`config.mk`:
```
export PLATFORM = sky130hd
export DESIGN_NAME = seven_segment_number_formatter
export DESIGN_NICKNAME = d
export VERILOG_FILES = /design/src/hw/rtl/ssnf_pkg.sv /design/src/hw/rtl/seven_segment_number_formatter.sv /design/src/hw/rtl/ssnf_prep.sv /design/src/hw/rtl/ssnf_dabble.sv /design/src/hw/rtl/ssnf_glyph.sv
export SDC_FILE = /design/constraint.sdc
export NUM_CORES = 1
export LEC_CHECK = 0
export BUFFER_PORTS_ARGS = -buffer_cell sky130_fd_sc_hd__buf_4
export CORE_MARGIN = 5
export CORE_UTILIZATION = 50
export DETAILED_ROUTE_END_ITERATION = 16
export GPL_TIMING_DRIVEN = 0
export PLACE_DENSITY = 0.75
export SLEW_MARGIN = 20
export SYNTH_ARGS = -nofsm -noshare
export SYNTH_HDL_FRONTEND = slang
export SYNTH_SLANG_ARGS = --single-unit
```
`constraint.sdc`:
```
create_clock -name clk -period 8 [get_ports clk]
set_input_delay 0.8 -clock clk [delete_from_list [all_inputs] [get_ports clk]]
set_output_delay 0.8 -clock clk [all_outputs]
set_load 0.01 [all_outputs]
```
`src/hw/rtl/ssnf_pkg.sv`:
```
`default_nettype none

package ssnf_pkg;

	// Configuration register indexes.
	localparam logic CFG_UPPER_LIMIT = 1'b0;
	localparam logic CFG_LOWER_LIMIT = 1'b1;

	// Reset values of the limit registers.
	localparam logic [30:0]        UPPER_LIMIT_RST = 31'd9999;
	localparam logic signed [31:0] LOWER_LIMIT_RST = -32'sd1999;

	// Character codes.
	localparam logic [6:0] CH_ZERO  = 7'h30;
	localparam logic [6:0] CH_UPPER_A = 7'h41;
	localparam logic [6:0] CH_SPACE = 7'h20;
	localparam logic [6:0] CH_MINUS = 7'h2D;
	localparam logic [6:0] CH_COLON = 7'h3A;
	localparam logic [6:0] CH_UPPER_E = 7'h45;
	localparam logic [6:0] CH_LOWER_R = 7'h72;
	localparam logic [6:0] CH_UPPER_D = 7'h44;

	// Number of decimal digits of a 32-bit magnitude.
	localparam int DIGITS = 10;

	// Display form chosen at the front of the pipeline.
	typedef enum logic [1:0] {
		FORM_PLAIN = 2'd0,
		FORM_EXPO  = 2'd1,
		FORM_ERR   = 2'd2,
		FORM_HEX   = 2'd3
	} form_t;

	// Per-item fields that ride along with the conversion.
	typedef struct packed {
		form_t       form;
		logic        neg;
		logic [1:0]  dot;
		logic [2:0]  idx;
		logic [15:0] hex;
	} ctl_t;

	// One pipeline beat: control, BCD accumulator and remaining binary bits.
	typedef struct packed {
		ctl_t        ctl;
		logic [39:0] bcd;
		logic [31:0] bin;
	} pipe_t;

	// One shift-and-add-3 step of the binary to BCD conversion.
	function automatic logic [39:0] dd_step(logic [39:0] bcd, logic din);
		logic [39:0] b;
		b = bcd;
		for (int k = 0; k < DIGITS; k++) begin
			if (b[4*k +: 4] >= 4'd5) begin
				b[4*k +: 4] = b[4*k +: 4] + 4'd3;
			end
		end
		return {b[38:0], din};
	endfunction

	// Eight conversion steps, consuming the top byte of the binary word.
	function automatic pipe_t dd_byte(pipe_t p);
		pipe_t r;
		r = p;
		for (int i = 0; i < 8; i++) begin
			r.bcd = dd_step(r.bcd, r.bin[31]);
			r.bin = {r.bin[30:0], 1'b0};
		end
		return r;
	endfunction

	// ASCII for a decimal digit.
	function automatic logic [6:0] digit_char(logic [3:0] d);
		return CH_ZERO + {3'b000, d};
	endfunction

	// ASCII for a hexadecimal digit.
	function automatic logic [6:0] hex_char(logic [3:0] d);
		logic [6:0] c;
		if (d < 4'd10) begin
			c = CH_ZERO + {3'b000, d};
		end else begin
			c = CH_UPPER_A + {3'b000, d - 4'd10};
		end
		return c;
	endfunction

endpackage

`default_nettype wire

```
`src/hw/rtl/seven_segment_number_formatter.sv`:
```
`default_nettype none

// Formats a 32-bit number into four ASCII characters and a decimal-point
// position for a seven-segment display. Decimal mode shows values between
// lower_limit and upper_limit as four digits with leading blanks suppressed
// down to the dot, values above the upper limit or nonnegative values below
// the lower limit as two leading digits and a signed exponent, and negative
// values below the lower limit as "ErrD"; hex mode shows the low 16 bits.
// The block is a six-stage pipeline: one stage classifies the value and
// takes its magnitude, four stages each convert one byte of the magnitude to
// BCD, and an output register holds the characters. It accepts one beat per
// clock while it has room; the last stage holds a result while out_ready is
// low and the pipeline keeps filling behind it. Write the limits (index 0
// upper, index 1 lower) only while the pipeline is empty.
module seven_segment_number_formatter (
	input  wire logic               clk,
	input  wire logic               arst_n,
	input  wire logic               cfg_valid,
	output logic                    cfg_ready,
	input  wire logic               cfg_index,
	input  wire logic [31:0]        cfg_data,
	input  wire logic               in_valid,
	output logic                    in_ready,
	input  wire logic               mode,
	input  wire logic signed [31:0] value,
	input  wire logic [1:0]         dot,
	input  wire logic [2:0]         display_index,
	output logic                    out_valid,
	input  wire logic               out_ready,
	output logic [6:0]              char_0,
	output logic [6:0]              char_1,
	output logic [6:0]              char_2,
	output logic [6:0]              char_3,
	output logic [1:0]              point_position,
	output logic [2:0]              target_display
);
	import ssnf_pkg::*;

	logic [30:0]        upper_limit_q;
	logic signed [31:0] lower_limit_q;
	logic               prep_valid, prep_ready;
	pipe_t              prep_pipe;
	logic               conv_valid, conv_ready;
	pipe_t              conv_pipe;

	assign cfg_ready = 1'b1;

	// Limit registers.
	always_ff @(posedge clk or negedge arst_n) begin
		if (!arst_n) begin
			upper_limit_q <= UPPER_LIMIT_RST;
			lower_limit_q <= LOWER_LIMIT_RST;
		end else if (cfg_valid) begin
			case (cfg_index)
				CFG_UPPER_LIMIT: upper_limit_q <= cfg_data[30:0];
				CFG_LOWER_LIMIT: lower_limit_q <= cfg_data;
				default: begin
					upper_limit_q <= upper_limit_q;
				end
			endcase
		end
	end

	ssnf_prep u_prep (
		.clk           (clk),
		.arst_n        (arst_n),
		.in_valid      (in_valid),
		.in_ready      (in_ready),
		.mode          (mode),
		.value         (value),
		.dot           (dot),
		.display_index (display_index),
		.upper_limit   (upper_limit_q),
		.lower_limit   (lower_limit_q),
		.out_valid     (prep_valid),
		.out_ready     (prep_ready),
		.out_pipe      (prep_pipe)
	);

	ssnf_dabble u_dabble (
		.clk       (clk),
		.arst_n    (arst_n),
		.in_valid  (prep_valid),
		.in_ready  (prep_ready),
		.in_pipe   (prep_pipe),
		.out_valid (conv_valid),
		.out_ready (conv_ready),
		.out_pipe  (conv_pipe)
	);

	ssnf_glyph u_glyph (
		.clk            (clk),
		.arst_n         (arst_n),
		.in_valid       (conv_valid),
		.in_ready       (conv_ready),
		.in_pipe        (conv_pipe),
		.out_valid      (out_valid),
		.out_ready      (out_ready),
		.char_0         (char_0),
		.char_1         (char_1),
		.char_2         (char_2),
		.char_3         (char_3),
		.point_position (point_position),
		.target_display (target_display)
	);

endmodule

`default_nettype wire

```
`src/hw/rtl/ssnf_prep.sv`:
```
`default_nettype none

module ssnf_prep (
	input  wire logic                clk,
	input  wire logic                arst_n,
	input  wire logic                in_valid,
	output logic                     in_ready,
	input  wire logic                mode,
	input  wire logic signed [31:0]  value,
	input  wire logic [1:0]          dot,
	input  wire logic [2:0]          display_index,
	input  wire logic [30:0]         upper_limit,
	input  wire logic signed [31:0]  lower_limit,
	output logic                     out_valid,
	input  wire logic                out_ready,
	output ssnf_pkg::pipe_t          out_pipe
);
	import ssnf_pkg::*;

	logic        above;
	logic        below;
	logic [31:0] mag;
	pipe_t       next_pipe;
	logic        valid_s1;
	pipe_t       pipe_s1;

	// Classify the value against the limits and take its magnitude.
	always_comb begin
		above = $signed({value[31], value}) > $signed({2'b00, upper_limit});
		below = value < lower_limit;
		mag   = value[31] ? (~value + 32'd1) : value;

		next_pipe.ctl.neg = value[31];
		next_pipe.ctl.dot = dot;
		next_pipe.ctl.idx = display_index;
		next_pipe.ctl.hex = value[15:0];
		next_pipe.bcd     = '0;
		next_pipe.bin     = mag;
		if (mode) begin
			next_pipe.ctl.form = FORM_HEX;
		end else if (above) begin
			next_pipe.ctl.form = FORM_EXPO;
		end else if (below) begin
			next_pipe.ctl.form = value[31] ? FORM_ERR : FORM_EXPO;
		end else begin
			next_pipe.ctl.form = FORM_PLAIN;
		end
	end

	assign in_ready = !valid_s1 || out_ready;

	// Stage 1 valid bit.
	always_ff @(posedge clk or negedge arst_n) begin
		if (!arst_n) begin
			valid_s1 <= 1'b0;
		end else if (in_ready) begin
			valid_s1 <= in_valid;
		end
	end

	// Stage 1 payload.
	always_ff @(posedge clk) begin
		if (in_ready && in_valid) begin
			pipe_s1 <= next_pipe;
		end
	end

	assign out_valid = valid_s1;
	assign out_pipe  = pipe_s1;

endmodule

`default_nettype wire

```
`src/hw/rtl/ssnf_dabble.sv`:
```
`default_nettype none

module ssnf_dabble (
	input  wire logic            clk,
	input  wire logic            arst_n,
	input  wire logic            in_valid,
	output logic                 in_ready,
	input  wire ssnf_pkg::pipe_t in_pipe,
	output logic                 out_valid,
	input  wire logic            out_ready,
	output ssnf_pkg::pipe_t      out_pipe
);
	import ssnf_pkg::*;

	logic  valid_s2, valid_s3, valid_s4, valid_s5;
	pipe_t pipe_s2, pipe_s3, pipe_s4, pipe_s5;
	logic  adv2, adv3, adv4, adv5;

	// A stage loads when it is empty or its contents move on.
	assign adv5     = !valid_s5 || out_ready;
	assign adv4     = !valid_s4 || adv5;
	assign adv3     = !valid_s3 || adv4;
	assign adv2     = !valid_s2 || adv3;
	assign in_ready = adv2;

	// Valid bits of the four conversion stages.
	always_ff @(posedge clk or negedge arst_n) begin
		if (!arst_n) begin
			valid_s2 <= 1'b0;
			valid_s3 <= 1'b0;
			valid_s4 <= 1'b0;
			valid_s5 <= 1'b0;
		end else begin
			if (adv2) begin
				valid_s2 <= in_valid;
			end
			if (adv3) begin
				valid_s3 <= valid_s2;
			end
			if (adv4) begin
				valid_s4 <= valid_s3;
			end
			if (adv5) begin
				valid_s5 <= valid_s4;
			end
		end
	end

	// Each stage converts one byte of the magnitude.
	always_ff @(posedge clk) begin
		if (adv2 && in_valid) begin
			pipe_s2 <= dd_byte(in_pipe);
		end
		if (adv3 && valid_s2) begin
			pipe_s3 <= dd_byte(pipe_s2);
		end
		if (adv4 && valid_s3) begin
			pipe_s4 <= dd_byte(pipe_s3);
		end
		if (adv5 && valid_s4) begin
			pipe_s5 <= dd_byte(pipe_s4);
		end
	end

	assign out_valid = valid_s5;
	assign out_pipe  = pipe_s5;

endmodule

`default_nettype wire

```
`src/hw/rtl/ssnf_glyph.sv`:
```
`default_nettype none

module ssnf_glyph (
	input  wire logic            clk,
	input  wire logic            arst_n,
	input  wire logic            in_valid,
	output logic                 in_ready,
	input  wire ssnf_pkg::pipe_t in_pipe,
	output logic                 out_valid,
	input  wire logic            out_ready,
	output logic [6:0]           char_0,
	output logic [6:0]           char_1,
	output logic [6:0]           char_2,
	output logic [6:0]           char_3,
	output logic [1:0]           point_position,
	output logic [2:0]           target_display
);
	import ssnf_pkg::*;

	logic [3:0]        dg [DIGITS];
	logic [3:0]        lead_idx;
	logic signed [4:0] expo;
	logic [4:0]        expo_abs;
	logic              nz_ten, nz_hund, nz_thou;
	logic [6:0]        c0, c1, c2, c3;
	logic [1:0]        pp;
	logic              valid_s6;
	logic [6:0]        char0_s6, char1_s6, char2_s6, char3_s6;
	logic [1:0]        point_s6;
	logic [2:0]        target_s6;

	// Split the BCD word and find the leading nonzero digit.
	always_comb begin
		lead_idx = '0;
		for (int i = 0; i < DIGITS; i++) begin
			dg[i] = in_pipe.bcd[4*i +: 4];
			if (in_pipe.bcd[4*i +: 4] != 4'd0) begin
				lead_idx = 4'(i);
			end
		end
		nz_thou = in_pipe.bcd[39:12] != '0;
		nz_hund = nz_thou || (dg[2] != 4'd0);
		nz_ten  = nz_hund || (dg[1] != 4'd0);
		expo     = $signed({1'b0, lead_idx}) - $signed({3'b000, in_pipe.ctl.dot});
		expo_abs = expo[4] ? 5'(-expo) : expo;
	end

	// Build the four characters for the selected form.
	always_comb begin
		c0 = CH_SPACE;
		c1 = CH_SPACE;
		c2 = CH_SPACE;
		c3 = CH_SPACE;
		pp = 2'd3;
		case (in_pipe.ctl.form)
			FORM_HEX: begin
				c0 = hex_char(in_pipe.ctl.hex[15:12]);
				c1 = hex_char(in_pipe.ctl.hex[11:8]);
				c2 = hex_char(in_pipe.ctl.hex[7:4]);
				c3 = hex_char(in_pipe.ctl.hex[3:0]);
				pp = 2'd0;
			end
			FORM_ERR: begin
				c0 = CH_UPPER_E;
				c1 = CH_LOWER_R;
				c2 = CH_LOWER_R;
				c3 = CH_UPPER_D;
			end
			FORM_EXPO: begin
				c0 = digit_char(dg[lead_idx]);
				c1 = (lead_idx == 4'd0) ? CH_ZERO : digit_char(dg[lead_idx - 4'd1]);
				c2 = expo[4] ? CH_MINUS : CH_SPACE;
				c3 = digit_char(expo_abs[3:0]);
			end
			FORM_PLAIN: begin
				// A negative value puts its sign in the thousands place when that
				// digit is zero; a colon stands for minus one thousand.
				if (in_pipe.ctl.neg) begin
					if (dg[3] == 4'd0) begin
						c0 = CH_MINUS;
					end else if (dg[3] == 4'd1) begin
						c0 = CH_COLON;
					end else begin
						c0 = digit_char(dg[3]);
					end
				end else begin
					c0 = (nz_thou || in_pipe.ctl.dot > 2'd2) ? digit_char(dg[3]) : CH_SPACE;
				end
				c1 = (nz_hund || in_pipe.ctl.dot > 2'd1) ? digit_char(dg[2]) : CH_SPACE;
				c2 = (nz_ten || in_pipe.ctl.dot > 2'd0) ? digit_char(dg[1]) : CH_SPACE;
				c3 = digit_char(dg[0]);
				pp = in_pipe.ctl.dot;
			end
			default: begin
				pp = 2'd3;
			end
		endcase
	end

	assign in_ready = !valid_s6 || out_ready;

	// Output stage valid bit.
	always_ff @(posedge clk or negedge arst_n) begin
		if (!arst_n) begin
			valid_s6 <= 1'b0;
		end else if (in_ready) begin
			valid_s6 <= in_valid;
		end
	end

	// Output stage payload.
	always_ff @(posedge clk) begin
		if (in_ready && in_valid) begin
			char0_s6  <= c0;
			char1_s6  <= c1;
			char2_s6  <= c2;
			char3_s6  <= c3;
			point_s6  <= pp;
			target_s6 <= in_pipe.ctl.idx;
		end
	end

	assign out_valid      = valid_s6;
	assign char_0         = char0_s6;
	assign char_1         = char1_s6;
	assign char_2         = char2_s6;
	assign char_3         = char3_s6;
	assign point_position = point_s6;
	assign target_display = target_s6;

endmodule

`default_nettype wire
```
* Word-level counts from Yosys, hierarchy flattened
Index checks and enable logic that the tools add are counted.
Word-level totals: register bits after elaboration 462, bits in latches 0, RAM bits 0, ROM bits 0, bits of input ports 76, output and inout port bits 36, logic and storage cells 1230, memories 0
Operators by class: $add $sub $neg 298, multiply operators 0, divide/modulo/power cells 0, magnitude comparators 286, equal/unequal tests 4, shifts and indexed selects 0, muxes and demuxes 550, bitwise gates (word level) 4, reductions and logical operators 39
Operators with widths (count):
- $mux W4 | 482
- $ge A4 B3 Y1 const B | 275
- $add A4 B2 Y4 const B | 251
- $mux W3 | 45
- $pmux W7 S4 | 4
- $add A6 B4 Y7 const A | 11
- $mux W7 | 11
- $add A3 B2 Y3 const B | 24
- $reduce_bool A4 Y1 | 9
- $add A32 B1 Y32 const B | 1
- $bmux W4 S4 | 2
- $gt A32 B32 Y1 | 1
- $lt A32 B32 Y1 | 1
- $not A32 Y32 | 1
- $mux W31 | 1
- $add A7 B4 Y7 const A | 4
- $reduce_bool A28 Y1 | 1
- $lt A4 B4 Y1 const B | 4
- $sub A4 B4 Y4 const B | 4
- $logic_or A1 B1 Y1 | 11
- $ge A5 B5 Y1 const B | 2
- $not A4 Y5 | 2
- $logic_not A4 Y1 | 2
- $logic_and A1 B1 Y1 | 6
- other kinds (16) | 26

* Depth between registers and ports, before layout
Gate-level depths: netlist of the first run.
depth after elaboration 28, gate-level depth with buffers 37

* By module
Synthesis of the first run repeated with hierarchy kept, for this count alone.
Second synthesis, totals: cells, all modules 7041, area, all modules 58335.9 um^2
Modules (own cells, without submodules):
- ssnf_dabble | times used 1, cells each 6152, area each 48437.7 um^2, seq. area each 9228.9 um^2
- ssnf_prep | times used 1, cells each 412, area each 4249.1 um^2, seq. area each 1676.6 um^2
- ssnf_glyph | times used 1, cells each 341, area each 3128.0 um^2, seq. area each 1016.0 um^2
- seven_segment_number_formatter | times used 1, cells each 136, area each 2521.2 um^2, seq. area each 1616.6 um^2

* Worst setup path before layout of the first run
OpenSTA, ideal clock, no wires.
path kind flip-flop to flip-flop, start point register u_dabble.pipe_s4[60] (netlist name), end point register u_dabble.pipe_s5 (netlist bit u_dabble.out_pipe[70]) (data pin), setup time 0.269 ns, data arrival time 6.651 ns, data required time 7.731 ns, setup slack 1.080 ns, cell stages (with the launch flop) 36, path buffers 1, period minus slack after synthesis 6.920 ns, cell sequence edfxtp_1 -> inv_1 -> ha_1 -> inv_1 -> ha_1 -> a21o_1 -> xnor2_1 -> ha_1 -> inv_1 -> o21a_1 -> o31ai_1 -> o21ba_2 -> nor2_1 -> xnor2_1 -> nand2b_1 -> ha_1 -> a21oi_1 -> xor3_1 -> inv_1 -> ha_1 -> nor2_1 -> o21ai_0 -> a211oi_1 -> a21boi_0 -> nor2_1 -> xor2_1 -> nand2_1 -> ha_1 -> clkbuf_1 -> a21oi_1 -> mux2i_1 -> ha_1 -> a22oi_1 -> nor3b_1 -> nor3_1 -> mux2i_1
On the way: longest elaborated chain between the ends 23, elaborated cells on any way between the ends 71, those cells by class 18 x add/sub; 18 x order compare; 35 x mux
Ends and longest elaborated chain:
- from (decl) | line ssnf_dabble.sv:16 | pipe_t pipe_s2, pipe_s3, pipe_s4, pipe_s5;
- from (signal assigned) | line ssnf_dabble.sv:58 | pipe_s4 <= dd_byte(pipe_s3);
- $add A4 B2 Y4 / $ge A4 B3 Y1 (equally long branches) | line ssnf_pkg.sv:56, ssnf_pkg.sv:55
- $mux W4 * | line ssnf_pkg.sv:55 | if (b[4*k +: 4] >= 4'd5) begin
- $mux W4 * | line ssnf_dabble.sv:60 | if (adv5 && valid_s4) begin
- $add A4 B2 Y4 / $ge A4 B3 Y1 (equally long branches) | line ssnf_pkg.sv:56, ssnf_pkg.sv:55
- $mux W4 | line ssnf_pkg.sv:55
- $mux W4 | line ssnf_dabble.sv:60
- $add A4 B2 Y4, or another cell as far along | line ssnf_pkg.sv:56 | b[4*k +: 4] = b[4*k +: 4] + 4'd3;
- $mux W4 / $mux W3 (equally long branches) | line ssnf_pkg.sv:55
- [7 not listed]
- $add A4 B2 Y4, or another cell as far along | line ssnf_pkg.sv:56
- $mux W4 / $mux W3 (equally long branches) | line ssnf_pkg.sv:55
- $mux W4 / $mux W3 (equally long branches) | line ssnf_dabble.sv:60
- $add A4 B2 Y4, or another cell as far along | line ssnf_pkg.sv:56
- $mux W4 / $mux W3 (equally long branches) | line ssnf_pkg.sv:55
- $mux W4 / $mux W3 (equally long branches) | line ssnf_dabble.sv:60
- $ge A4 B3 Y1 / $add A3 B2 Y3 (equally long branches) | line ssnf_pkg.sv:55, ssnf_pkg.sv:56
- $mux W3 * | line ssnf_pkg.sv:55
- to (signal assigned) | line ssnf_dabble.sv:61 | pipe_s5 <= dd_byte(pipe_s4);
- to (decl) | line ssnf_dabble.sv:16
Every way passes the cells marked *; elsewhere a longest branch is shown, timed or not. The select of a mux whose other input is x is not followed. A chain may end at the register's enable or synchronous reset.

* Worst setup path in the final report of the first run
Same ends and word-level chain as after synthesis.

==> summary.md, run 1 <==
| Metric | Value |
|---|---|
| Rel. slew slack | `about a quarter` |
| Number of levels the H-tree was split into | `2` |
| Final period demand of the worst path | `approximately 7.4 ns` |
| Number of maximum-capacitance constraint violations | `0` |
| Initial DRC Count | `1928` |
| Antenna-violating nets left | `0` |
| Post-CTS Hold Buffers | `0` |
| Die Ht | `276 um` |
| Top cells by instance count after synthesis | `345 x sky130_fd_sc_hd__nand2_1, 330 x sky130_fd_sc_hd__edfxtp_1, 295 x sky130_fd_sc_hd__inv_1` |
| CP max-delay cell | `sky130_fd_sc_hd__xor3_1` |
| Period Utilization, post-route | `93.0%` |
| Final critical-path setup slack | `between 0.5 and 0.6 ns` |
| Final-report hold violation count | `0` |
| HPWL after detailed placement | `about 57000 um` |
| Family with the most delay on the worst path | `compound AO/OA/AOI/OAI gates` |
| Overflow after GRT | `0` |
| Mean routed wirelength per cell | `about 15 um` |
| CTS tree | `built` |
| #FFs+latches synth | `399` |
| Maximum count of clock buffers along a single path | `3` |
| Area of combinational cells with multiple inputs | `about 22000 sq um` |
| Post-place setup slack | `-0.0759 ns` |
| Total area of sequential cells | `about 12000 sq um` |
| Required time at the endpoint of the critical path | `approximately 8.4 ns` |
| Worst clock skew | `0.0231 ns` |
| Row count | `slightly below 100` |
| Routability cong. | `0.941` |
| Root Driver | `sky130_fd_sc_hd__clkbuf_16` |
| Non-filler cells in the finished layout | `~5000` |
| Post-Synth XOR/XNOR Area | `a little under 4%` |
| Overall die width | `roughly 280 um` |
| Post-DR vias/cell | `5.89` |
| Sequential cell area fraction in the yosys report | `33.1%` |
| Most used DFF post-synth | `sky130_fd_sc_hd__edfxtp_1` |
| Detailed Route WL | `~76000 um` |
| CP Buf/Inv Count | `5` |
| Area growth, synth to finish | `10.8%` |
| Final setup fails | `0` |
| Largest cells by area after synthesis | `sky130_fd_sc_hd__edfxtp_1 28%, sky130_fd_sc_hd__ha_1 7.9%, sky130_fd_sc_hd__o21ai_0 4.1%` |
| Core Region | `roughly 70000 sq um` |
| Share of synthesized flip-flops with an asynchronous set or reset | `17.3%` |
| Compound-Gate Fraction of Synth Area | `~26%` |
| Area fraction in and, or, nand and nor cells after synthesis | `between 15 and 20%` |
| Main combinational cell family by area after synthesis | `compound AO/OA/AOI/OAI gates` |
| Highest cell delay on the worst timing path | `slightly above 0.5 ns` |
| Gate count of the mapped netlist | `3980` |
| Cell seen most often among critical-path stages | `sky130_fd_sc_hd__ha_1` |
| Clock insertion delay at the later pin of the skew report | `around 0.59 ns` |
| GRT Overall Usage | `about a fifth` |
| Result of the run | `complete, no violations` |
| Portion of netlist area occupied by mux cells | `7.32%` |
| Initial antenna violation count | `0` |
| Post-Syn Nets | `~4300` |
| Library cell with the largest summed area after synthesis | `sky130_fd_sc_hd__edfxtp_1` |
| Max Fanout on Critical Path | `5` |
| Dominant cell by count in the synthesized netlist | `sky130_fd_sc_hd__nand2_1` |
| Global-route wire length before repair | `128000 um` |
| Cell Area, Synth | `35300 sq um` |
| Number of nets in the finished design | `4445` |
| Cell area after placement | `37500 sq um` |
| Initial Utilization | `approximately 50%` |
| Die ar. | `76000 sq um` |
| Crit end category | `flip-flop` |
| Fmax | `between 0.1 and 0.15 GHz` |
| Inserted Clock Buffers | `43` |
| Total non-filler cell area in the finished layout | `a little under 40000 sq um` |
| Detailed-routing iteration count for the pre-antenna-repair pass | `7` |
| Number of cells after detailed placement | `around 5000` |
| Arrival time reported for the critical path endpoint | `between 7 and 8 ns` |
| Slew at the pin closest to its max-slew limit | `about 1.1 ns` |
| Total of buffers placed on input and output ports | `110` |
| Worst reg-to-reg setup slack | `around 0.56 ns` |
| Avg Inst Size Synth | `8.87 sq um` |
| Remaining routing DRC violations | `0` |
| Number of ports placed on the die boundary | `112` |
| Hold Path Class | `input port to async pin` |
| Area share of the leading cell type in the synthesized netlist | `28.1%` |
| Number of max-slew violations in the final report | `0` |
| Number of global-route vias before repair | `around 28000` |
| TritonCTS sink count | `approximately 400` |
| Number of warnings issued by yosys | `0` |
| Share of final-layout standard cells stronger than drive strength 1 | `12.5%` |
| Count of unique library cells instantiated by Yosys | `about 130` |
| Filler instances | `6141` |
| Post-synth EDFFs | `330` |
| Type of the setup path with the least slack | `flip-flop to flip-flop` |
| Worst Setup Start Kind | `flip-flop` |
| ANT cells | `0` |
| Clock edge transition at the registers on the reported setup and hold paths | `roughly 0.060 ns` |
| Adder-cell area share of the yosys netlist | `8.08%` |
| Pin count of the biggest net entering global routing | `70` |
| Routed via count | `about 30000` |
==> cell families (layout without fill, tap and decap cells) <==
| logic type | count (synthesis) | after routing |
|---|---|---|
| AOI/OAI and AO/OA | 1319 | 1319 |
| and+or+nand+nor | 1245 | 1245 |
| buffers and inverters | 410 | 608 |
| DFF | 399 | 399 |
| adders and majority gates | 228 | 228 |
| muxes | 228 | 228 |
| xor gates and xnor gates | 150 | 150 |
| other | 1 | 1 |
==> cells in the final DEF (no fill, tap or decap), drive strengths merged, types with 55 or more instances in the layout <==
master  synthesis  layout
inv           303     306
or2            55      55
clkbuf         79     127
o21ai         330     330
buf            27     147
a21oi         276     276
mux2           95      95
a21o           77      77
nand3          95      95
a211oi         79      79
ha            224     224
edfxtp        330     330
nor3           88      88
nor2          289     289
xnor2         117     117
nand2b         79      79
nand2         346     346
mux2i         121     121
==> routing by layer <==
layer  part of all wire, %  vias up  GRT usage [%]
li1                      -    15337              -
met1                    46    14037           26.5
met2                    47      689           33.1
met3                   4.8      106           2.57
met4                   2.0        0           4.44
met5                     0        -              0
==> cell type report <==
class,instances,area share (%)
Tap cell,940,3.01
Multi-Input combinational cell,3171,56.7
Sequential cell,399,29.9
Clock inverter,30,0.823
Buffer,105,1.12
Clock buffer,49,2.92
Inverter,304,2.92
Timing Repair Buffer,120,2.59
==> registers in the layout, indices dropped and copies added, names as in the netlist, 31 cells and up <==
name,cells
u_dabble.out_pipe,63
u_dabble.pipe_s4,62
u_dabble.pipe_s3,60
u_dabble.pipe_s2,57
u_prep.out_pipe,55
lower_limit_q,32
upper_limit_q,31
==> timing repair <==
item,in CTS,in global routing
gates resized for setup,1,13
pin swaps,0,1
endpoints found under the setup margin,2,22
setup buffers,0,4
==> worst paths after layout <==
kind | start | end | cells after the start
worst min register to register | u_dabble.pipe_s4[75]$_DFFE_PP_ | u_dabble.out_pipe[75]$_DFFE_PP_ | 0
min in group clk | display_index[2] | u_prep.out_pipe[90]$_DFFE_PP_ | 1
worst max-delay path | u_dabble.pipe_s4[60]$_DFFE_PP_ | u_dabble.out_pipe[70]$_DFFE_PP_ | 34
max in group asynchronous | arst_n | upper_limit_q[19]$_DFFE_PN0P_ | 1
worst max register to register | u_dabble.pipe_s4[60]$_DFFE_PP_ | u_dabble.out_pipe[70]$_DFFE_PP_ | 34
worst min-delay path | arst_n | lower_limit_q[7]$_DFFE_PN0P_ | 1
==> metrics by stage <==
| step | hold WS (ns) | util [%] | setup TNS [ns] |
|---|---|---|---|
| 2_1_floorplan | 0.400 | - | 0 |
| 3_3_place_gp | 0.401 | 53.2 | 0 |
| 3_5_place_dp | 0.405 | 53.5 | -0.123 |
| 4_1_cts | 0.358 | 55.6 | 0 |
| 5_1_grt | 0.371 | 55.8 | -0.00665 |
| 6_report | 0.349 | 55.8 | 0 |
Power of run 1 is left out: the tool's default activity adds up to more than one toggle a clock period on the data nets, which glitch-free logic cannot reach.
==> inputs of run 2 (changes only) <==
==> constraint.sdc (replaced) <==
create_clock -name clk -period 7.7 [get_ports clk]
set_input_delay 0 -clock clk [delete_from_list [all_inputs] [get_ports clk]]
set_output_delay 0 -clock clk [all_outputs]
set_load 0.01 [all_outputs]
==> summary.md, run 2 (synthesis results as in run 1) <==
| Metric | Value |
|---|---|
| Number of cells after detailed placement | `5036 (unchanged)` |
| Root Driver | `sky130_fd_sc_hd__clkbuf_16` |
| Worst setup path endpoint | `u_dabble.out_pipe[70]$_DFFE_PP_` |
| Overflow after GRT | `0 (unchanged)` |
| Post-DR vias/cell | `5.90 (about the same)` |
| Number of global-route vias before repair | `28463 (+3.1%)` |
| Area growth, synth to finish | `13.6%` |
| Core Region | `70000 sq um (unchanged)` |
| Crit end category | `flip-flop` |
| Required time at the endpoint of the critical path | `8.14 ns (-0.30 ns)` |
| CP max-delay cell | `sky130_fd_sc_hd__xor3_1` |
| CP startpoint | `u_dabble.pipe_s4[60]$_DFFE_PP_` |
| Inserted Clock Buffers | `43 (unchanged)` |
| Endpoint of the worst register-to-register path | `u_dabble.out_pipe[70]$_DFFE_PP_` |
| Global-route wire length before repair | `134000 um (+4.3%)` |
| Initial Utilization | `50.4% (unchanged)` |
| Worst reg2reg startpoint | `u_dabble.pipe_s4[60]$_DFFE_PP_` |
| Routability cong. | `0.941 (unchanged)` |
| Number of ports placed on the die boundary | `112 (unchanged)` |
| Arrival time reported for the critical path endpoint | `7.61 ns (-0.27 ns)` |
| GRT Overall Usage | `20.3% (+0.93 points)` |
| TritonCTS sink count | `399 (unchanged)` |
| Final setup fails | `0 (unchanged)` |
| Initial antenna violation count | `1 (+1)` |
| Routed via count | `30725 (+1.8%)` |
| Worst Setup Start Kind | `flip-flop` |
| Result of the run | `complete, no violations` |
| Type of the setup path with the least slack | `flip-flop to flip-flop` |
| Clock insertion delay at the later pin of the skew report | `0.59 ns (about the same)` |
| Overall die width | `276 um (unchanged)` |
| Maximum count of clock buffers along a single path | `3 (unchanged)` |
| Die ar. | `76000 sq um (unchanged)` |
| Number of levels the H-tree was split into | `2 (unchanged)` |
| Fmax | `0.139 GHz (+3.7%)` |
| Clock edge transition at the registers on the reported setup and hold paths | `0.06 ns (about the same)` |
| Period Utilization, post-route | `93.2% (+0.17 points)` |
| Pin count of the biggest net entering global routing | `70 (unchanged)` |
| Stages on worst setup path | `34 (unchanged)` |
| Share of final-layout standard cells stronger than drive strength 1 | `12.8% (+0.32 points)` |
| Die Ht | `276 um (unchanged)` |
| Final-report hold violation count | `0 (unchanged)` |
| Most common cell after layout, fill and taps aside | `sky130_fd_sc_hd__nand2_1` |
| CP Buf/Inv Count | `5 (unchanged)` |
| RSZ-0062 raised after global routing | `true` |
| Total of buffers placed on input and output ports | `110 (unchanged)` |
| Highest cell delay on the worst timing path | `0.53 ns (+0.02 ns)` |
| Worst clock skew | `0.0212 ns (-0.00188 ns)` |
| Remaining routing DRC violations | `0 (unchanged)` |
| Mean routed wirelength per cell | `15.4 um (+2.8%)` |
| Initial DRC Count | `2164 (+12%)` |
| CTS tree | `built` |
| Family with the most delay on the worst path | `compound AO/OA/AOI/OAI gates` |
| Non-filler cells in the finished layout | `5210 (+1.8%)` |
| Slew at the pin closest to its max-slew limit | `1.12 ns (-0.00449 ns)` |
| Number of nets in the finished design | `4536 (+2.0%)` |
| Worst reg-to-reg setup slack | `0.53 ns (-0.03 ns)` |
| Final period demand of the worst path | `7.17 ns (-0.266 ns)` |
| Highest-count cells in the layout ignoring fill and taps | `345 x sky130_fd_sc_hd__nand2_1, 330 x sky130_fd_sc_hd__edfxtp_1, 295 x sky130_fd_sc_hd__inv_1, 286 x sky130_fd_sc_hd__o21ai_0, 285 x sky130_fd_sc_hd__nor2_1` |
| Cell seen most often among critical-path stages | `sky130_fd_sc_hd__ha_1` |
| Detailed-routing iteration count for the pre-antenna-repair pass | `6 (-1)` |
| Hold Path Class | `input port to async pin` |
| HPWL after detailed placement | `57500 um (unchanged)` |
| Row count | `97 (unchanged)` |
| Max Fanout on Critical Path | `5 (unchanged)` |
| Max reg flops | `63 (unchanged)` |
| Number of max-slew violations in the final report | `0 (unchanged)` |
| Detailed Route WL | `80000 um (+4.6%)` |
| Rel. slew slack | `25.4% (+0.30 points)` |
| Register-to-Register Path Depth | `34 (unchanged)` |
| Number of maximum-capacitance constraint violations | `0 (unchanged)` |
| Filler instances | `5992 (-2.4%)` |
| Antenna-violating nets left | `0 (unchanged)` |
==> run 2: changes by cell type in the layout (fill, tap and decap cells not counted), moves of 2 or more <==
cell / before / now
sky130_fd_sc_hd__nor2_2: 2 / 4
sky130_fd_sc_hd__a22oi_1: 27 / 25
sky130_fd_sc_hd__nor2_1: 287 / 285
sky130_fd_sc_hd__o21ai_0: 288 / 286
sky130_fd_sc_hd__o21ai_1: 37 / 39
sky130_fd_sc_hd__clkbuf_1: 80 / 77
sky130_fd_sc_hd__clkbuf_2: 1 / 3
sky130_fd_sc_hd__dlygate4sd3_1: 0 / 85
sky130_fd_sc_hd__a22oi_2: 0 / 2
sky130_fd_sc_hd__o32ai_2: 3 / 5
sky130_fd_sc_hd__o32ai_1: 8 / 6
sky130_fd_sc_hd__buf_4: 118 / 125
==> run 2: layout make-up <==
cell class,instances,area (sq um),area share (%)
inverters,304,1140,2.85
well taps,940,1180,2.93
clock inverters,30,322,0.802
diodes,1,2.50,0.00624
multi-input cells,3171,22300,55.6
plain buffers,104,437,1.09
repair buffers,212,1920,4.78
flip-flops and latches,399,11700,29.1
clock buffers,49,1140,2.84
==> run 2: worst register-to-register path, delay by kind of cell (launching register included) <==
family | cells | cell delay, ns
flip-flops | 1 | 0.47
AND/OR/NAND/NOR | 5 | 0.75
buffers and inverters | 5 | 0.46
adder cells (fa/ha/maj) | 7 | 1.55
XOR/XNOR | 4 | 1.08
multiplexers | 1 | 0.23
AO/OA/AOI/OAI | 12 | 2.51
==> run 2: stage by stage <==
stage	setup WS (ns)	TNS [ns]	util, %	area (sq um)	hold WS, ns
after global routing	-0.0632	-0.0899	57.2	40100	0.141
final	0.526	0	57.2	40100	0.0898
after detailed placement	-0.376	-0.723	53.5	37500	0.178
after global placement	-0.205	-0.397	53.2	37300	0.177
after CTS	0.137	0	56.9	39800	0.100
after floorplan	0.780	0	-	35300	-0.296
==> run 2: worst min-delay path by stage <==
| stage | depth (start not counted) | slack (ns) | end |
|---|---|---|---|
| after floorplan | 0 | -0.30 | lower_limit_q[10]$_DFFE_PN0P_ |
| after global placement | 1 | 0.18 | lower_limit_q[1]$_DFFE_PN0P_ |
| after detailed placement | 1 | 0.18 | lower_limit_q[2]$_DFFE_PN0P_ |
| after CTS | 2 | 0.10 | upper_limit_q[4]$_DFFE_PN0P_ |
| after global routing | 2 | 0.14 | u_prep.out_pipe[91]$_DFFE_PP_ |
| final | 2 | 0.09 | lower_limit_q[7]$_DFFE_PN0P_ |
==> run 2: per-layer routing <==
| layer | GRT usage [%] | up-vias | share of wire (%) |
|---|---|---|---|
| li1 | - | 15522 | - |
| met3 | 2.90 | 145 | 5.0 |
| met1 | 27.1 | 14321 | 45 |
| met4 | 5.09 | 0 | 2.3 |
| met5 | 0 | - | 0 |
| met2 | 35.1 | 737 | 48 |
==> run 2: timing repair <==
action / in CTS / in global routing
endpoints found under the hold margin: 161 / 0
pin swaps: 0 / 7
hold buffers: 85 / 0
resized for setup: 5 / 33
endpoints found under the setup margin: 2 / 44
buffers inserted: 1 / 10
Power of run 2 is left out for the same reason.
